--- src/design/esrsc_pkg.sv ---
// Shared types and constants for the run-length edit script cost block.
// No dependencies; imported by every module of the block.
`default_nettype none

package esrsc_pkg;

    localparam int OP_W    = 3;
    localparam int SYM_W   = 8;
    localparam int COST_W  = 12;
    localparam int ERR_W   = 3;
    localparam int CNT_W   = 11;
    localparam int STEP_W  = 12;
    localparam int KIND_W  = 2;
    localparam int ENTRY_W = KIND_W + STEP_W;

    localparam int DEF_MAX_SEQ_LEN = 1024;
    localparam int DEF_MAX_RUNS    = 1024;

    localparam logic [STEP_W-1:0] STEP_MAX = '1;
    localparam logic [COST_W-1:0] COST_MAX = '1;
    localparam logic [CNT_W-1:0]  CNT_MAX  = '1;

    localparam logic [KIND_W-1:0] KIND_REP = 2'd0;
    localparam logic [KIND_W-1:0] KIND_DEL = 2'd1;
    localparam logic [KIND_W-1:0] KIND_INS = 2'd2;

    typedef enum logic [OP_W-1:0] {
        OP_ADD_REP = 3'd0,
        OP_ADD_DEL = 3'd1,
        OP_ADD_INS = 3'd2,
        OP_REMOVE  = 3'd3,
        OP_LOAD_U  = 3'd4,
        OP_LOAD_V  = 3'd5,
        OP_EVAL    = 3'd6,
        OP_CLEAR   = 3'd7
    } op_t;

    typedef enum logic [ERR_W-1:0] {
        ERR_OK        = 3'd0,
        ERR_EMPTY     = 3'd1,
        ERR_RUNS_FULL = 3'd2,
        ERR_SEQ_FULL  = 3'd3,
        ERR_STEP_OVF  = 3'd4
    } err_t;

    typedef enum logic [3:0] {
        S_IDLE,
        S_EXEC,
        S_TOP_RD,
        S_TOP_LD,
        S_SUM,
        S_CHECK,
        S_COST_RD,
        S_COST_LD,
        S_COST_STEP,
        S_DONE
    } state_t;

    typedef struct packed {
        logic cap;
        logic exec;
        logic top_rd;
        logic top_ld;
        logic sum_init;
        logic sum_rd;
        logic cost_init;
        logic cost_rd;
        logic cur_ld;
        logic indel;
        logic seq_rd;
        logic res_load;
    } dp_cmd_t;

    typedef struct packed {
        logic is_eval;
        logic pop_reload;
        logic ptr_zero;
        logic lens_ok;
        logic cur_rep;
        logic left_zero;
        logic res_free;
    } dp_stat_t;

endpackage

`default_nettype wire

--- src/design/esrsc_ctrl.sv ---
// Controller state machine: sequences edit, pop reload and evaluate walks.
// Depends on esrsc_pkg; commands esrsc_dp.
`default_nettype none

module esrsc_ctrl (
    input  wire logic               clk,
    input  wire logic               rst_n,
    input  wire logic               req_valid,
    output logic                    req_ready,
    input  wire esrsc_pkg::dp_stat_t stat,
    output esrsc_pkg::dp_cmd_t      cmd
);
    import esrsc_pkg::*;

    state_t state_reg, state_next;

    always_comb
    begin
        state_next = state_reg;
        case (state_reg)
            S_IDLE:
                if (req_valid)
                    state_next = S_EXEC;
            S_EXEC:
                if (stat.is_eval)
                    state_next = S_SUM;
                else if (stat.pop_reload)
                    state_next = S_TOP_RD;
                else
                    state_next = S_DONE;
            S_TOP_RD:
                state_next = S_TOP_LD;
            S_TOP_LD:
                state_next = S_DONE;
            S_SUM:
                if (stat.ptr_zero)
                    state_next = S_CHECK;
            S_CHECK:
                state_next = stat.lens_ok ? S_COST_RD : S_DONE;
            S_COST_RD:
                state_next = stat.ptr_zero ? S_DONE : S_COST_LD;
            S_COST_LD:
                state_next = S_COST_STEP;
            S_COST_STEP:
                if (!stat.cur_rep || stat.left_zero)
                    state_next = S_COST_RD;
            S_DONE:
                if (stat.res_free)
                    state_next = S_IDLE;
            default:
                state_next = S_IDLE;
        endcase
    end

    always_comb
    begin
        cmd       = '0;
        req_ready = 1'b0;
        case (state_reg)
            S_IDLE:
            begin
                req_ready = 1'b1;
                cmd.cap   = req_valid;
            end
            S_EXEC:
            begin
                cmd.sum_init = stat.is_eval;
                cmd.exec     = !stat.is_eval;
            end
            S_TOP_RD:
                cmd.top_rd = 1'b1;
            S_TOP_LD:
                cmd.top_ld = 1'b1;
            S_SUM:
                cmd.sum_rd = !stat.ptr_zero;
            S_CHECK:
                cmd.cost_init = stat.lens_ok;
            S_COST_RD:
                cmd.cost_rd = !stat.ptr_zero;
            S_COST_LD:
                cmd.cur_ld = 1'b1;
            S_COST_STEP:
            begin
                cmd.indel  = !stat.cur_rep;
                cmd.seq_rd = stat.cur_rep && !stat.left_zero;
            end
            S_DONE:
                cmd.res_load = stat.res_free;
            default:
            begin
            end
        endcase
    end

    always_ff @(posedge clk or negedge rst_n)
    begin
        if (!rst_n)
            state_reg <= S_IDLE;
        else
            state_reg <= state_next;
    end

endmodule

`default_nettype wire

--- config.mk ---
export PLATFORM = sky130hd
export DESIGN_NAME = esrsc_ctrl
export DESIGN_NICKNAME = d
export VERILOG_FILES = /design/src/design/esrsc_pkg.sv /design/src/design/esrsc_ctrl.sv
export SDC_FILE = /design/constraint.sdc
export NUM_CORES = 1
export LEC_CHECK = 0
export BUFFER_PORTS_ARGS = -buffer_cell sky130_fd_sc_hd__buf_2
export CAP_MARGIN = 20
export CORE_AREA = 3 3 40 42
export DETAILED_ROUTE_END_ITERATION = 10
export DIE_AREA = 0 0 43 45
export HOLD_SLACK_MARGIN = 0.15
export SLEW_MARGIN = 0
export SYNTH_ARGS = -nofsm -noshare
export SYNTH_HDL_FRONTEND = slang
export SYNTH_SLANG_ARGS = --single-unit
--- constraint.sdc ---
create_clock -name clk -period 1.57 [get_ports clk]
set_input_delay 0.314 -clock clk [delete_from_list [all_inputs] [get_ports clk]]
set_output_delay 0.314 -clock clk [all_outputs]
set_load 0.02 [all_outputs]
After elaboration in Yosys (flattened, before gate mapping)

Index checks and enable logic that the tools add are counted.

Output and inout bits: 13
Logic and storage cells: 43
Register bits: 4
Input port bits: 10

Reductions and logical operators: 8
Muxes and demuxes: 21
Equality and inequality tests: 13

Operator list:

| kind               | count |
|---|---|
| $pmux 4 s10        | 1 |
| $mux 4             | 8 |
| $eq 4x3->1 const B | 4 |
| $mux 1             | 11 |
| $eq 4x2->1 const B | 2 |
| $eq 4x4->1 const B | 2 |
| $ne 2x2->1 const B | 4 |
| $eq 4x1->1 const B | 1 |
| $logic_not 1->1    | 4 |
| $logic_not 4->1    | 1 |
| $reduce_and 4->1   | 1 |
| $mux 2             | 1 |
| $logic_and 1x1->1  | 1 |
| $logic_or 1x1->1   | 1 |

Longest topological paths before layout

Depth in word-level cells: 4
Gate-level depth with buffers: 5
Depth with buffers taken out: 4

Least setup slack after synthesis

OpenSTA, ideal clock, no wires.

Kind: reg-to-output
Start point: reg state_reg[2]
End point: out cmd[1] in the netlist's numbering
Buffers on the path: 0
Arrival time: 1448 ps
Required time: 1256 ps
Cell stages (with the launch flop): 3
Path slack: -192 ps
Cells stage by stage: dfrtp_1 -> nand2b_2 -> nor4b_1

RTL lines:

| what                   | line              | RTL |
|---|---|---|
| from (decl)            | esrsc_ctrl.sv:15  | `state_t state_reg, state_next;` |
| from (signal assigned) | esrsc_ctrl.sv:100 | `state_reg <= state_next;` |
| to (decl)              | esrsc_ctrl.sv:11  | `output esrsc_pkg::dp_cmd_t cmd` |

==> results.md <==
* Status: finished with violations
* Failing checks: setup timing
* Vias in the first global route at roughly 540
* Post-route insts no fill at approximately 110
* Register-to-Register Path Depth at 4
* Final Net Count at 104
* Crit path kind: reg -> out
* Leak Pwr at 0.370 nW
* Count of antenna diodes in the layout at 0
* Clock Pin Slew Worst Setup and Hold Paths at ~40 ps
* Num CTS Buffers at 3
* Layout cells sized above 1 at between 50% and 60%
* Final Hold Viols at 0
* # IOs at 23
* Starting density of the core at 32.8%
* Worst hold slack at 407 ps
* 1st-pass router iterations at 4
* Worst skew pair latency at approximately 230 ps
* Row cnt at 13
* Final setup fails at 5
* Crit start category: flip-flop
* WP data arrival at around 1300 ps
* Avg WL per Cell at between 10 and 15 um
* Final worst slack at -45.2 ps
* Synth area leader: dfrtp_1
* Min-delay worst type: in -> async
* CTS tree: built
* Netlist cell types at 25
* Critical path, cell by cell: nand2b_4 > nor4b_4 > buf_4
* Max Cap Viol at 0
* Cell family with most CP delay: flip-flops
* Commonest non-fill, non-tap cell in the layout: buf_2
* Total number of vias at 551
* First DRT Iteration DRCs at 8
* Final Skew at 3.36 ps
* Post-synthesis sequential area ratio at 23.7%
* Mapped Avg Cell Area at 7.03 um2
* Most frequent cells in the layout: 14 x buf_2, 13 x buf_4, 6 x nor3_1
* Peak supply drop at ~0.85 mV
* Crit. End Element: primary output
* Worst r2r dst: state_reg[3]$_DFFE_PN0P_
* Area growth syn-to-layout at 85.5%
* Slowest cell on crit path: dfrtp_2
* Total GRT Usage at between 10% and 20%
* Max-slew violations at 0
* R2r setup slk at 90 ps
* Slew margin rel. at 78.4%
* Crit path required time at 1260 ps
* Net count after synthesis at 70
* Area after DPL at 626 um2
* RSZ-0062 raised after global routing: yes
* Synth top area cells: dfrtp_1 24%, nor3_1 13%, nand2b_1 5.9%
* Synthesized flop and latch total at 4
* Synth Cell Area at between 400 and 500 um2
* GRT overflow at 0
* Clock sink total at 4
* Placed Instances at about 100
* Power density over the cells at 1700 nW/um2
* Slew of the pin with the lowest slew margin at approximately 320 ps
* Buf+Inv Stages, Crit Path at 1
* RR Startpoint: state_reg[2]$_DFFE_PN0P_
* Minimum clock period at between 1500 and 2000 ps
* Post-Syn Instances at 60
* Die outline width at around 43 um
* Largest register FFs at 4
* Die area at 1940 um2
* Crit-path max cell delay at about 450 ps
* First-pass GRT wire length at about 2200 um
* IO Port Bufs at 22
* CTS root buffer: clkbuf_4
* Peak Freq at 0.619 GHz
* Post-DRT Antenna Nets at 0
* Fillers at ~110
* Post-synth top area share at 23.7%
* DP HPWL at 1010 um
* CTS H-Tree Depth at 1
* Drt total wl at 1410 um
* Initial antenna violation count at 0
* Final Instance Area at ~780 um2
* CTS Buffer Depth at 2
* Placer Congestion at 0.851
* Crit share post-route at 103%
* Largest net degree at the start of global routing at 16
* Vias per cell at 5.15
* Die height at 45 um
* Synthesis Warnings at 0
* Crit Path Max Fanout at 8
* DRC at 0
* Core Area at 1280 um2
-- synthesized netlist by cell type --
master and count:
nor3_1 11, a21o_1 1, dfrtp_1 4, nor2_1 6, or2_1 1, inv_1 3
nand2b_1 4, a21oi_1 4, o22ai_1 1, o31ai_2 1, nand2_1 4, o31ai_1 1
nor4b_1 2, buf_2 3, o21ai_0 1, nor4_1 1, or4_1 1, and3_1 1
a21oi_2 1, nor2b_1 2, a211o_1 1, nand3b_1 2, o21ai_1 2, buf_6 1
nand2b_2 1
-- repair_timing --
action                     in CTS  in global routing
setup endpoints to repair      11                 12
hold endpoints to repair        4                  0
hold buffers                    1                  0
gates resized for setup        20                  9
pin swaps                       1                  1
buffers inserted                2                  0
-- per-layer routing --
layer	GRT usage [%]	up-vias	wire, um
met5	0	-	0
met4	10.8	0	0
met3	0.797	0	63
met2	27.5	10	770
met1	18.0	260	579
li1	-	281	-
-- where the power goes --
part	switching (mW)	internal, mW
Clock	0.0387	0.0852
Combinational	0.510	0.469
Sequential	0.0796	0.151
Total	0.628	0.705
-- cell type report --
class	instances	area [um2]	area share, %
multi-input cells	49	383	49.0
repair buffers	33	243	31.0
flip-flops and latches	4	104	13.3
clock buffers	3	22.5	2.88
well taps	15	18.8	2.40
inverters	3	11.3	1.44
-- logic make-up after synthesis --
logic type      synth area share [%]
flops                           23.7
buf+inv                         8.90
compound gates                  20.5
simple gates                    46.9
-- worst register-to-register path, cell delays in order (launching register included) --
cell	delay [ps]
dfrtp_1	400
buf_12	170
o31ai_2	260
nor3_1	70
or4_1	460
-- worst max-delay path by stage --
stage,startpoint,end,slack (ps),cells past startpoint
after detailed placement,state_reg[1]$_DFFE_PN0P_,state_reg[3]$_DFFE_PN0P_,60,3
final,state_reg[1]$_DFFE_PN0P_,cmd[7],-50,3
after floorplan,state_reg[0]$_DFFE_PN0P_,req_ready,10,3
after global routing,state_reg[1]$_DFFE_PN0P_,cmd[7],-110,3
after CTS,state_reg[1]$_DFFE_PN0P_,cmd[7],-60,3
after global placement,state_reg[1]$_DFFE_PN0P_,cmd[7],60,3
-- stage by stage --
stage               total power [mW]  util [%]  setup TNS (ps)  worst slack [ps]
floorplan                      0.707         -               0              9.61
global placement               0.941      48.7               0              62.8
detailed placement             0.945      48.7               0              57.5
CTS                             1.24      57.6            -183             -58.3
global route                    1.42      60.9            -682              -111
finish                          1.33      60.9            -137             -45.2
Power figures use the tool's default switching activity.
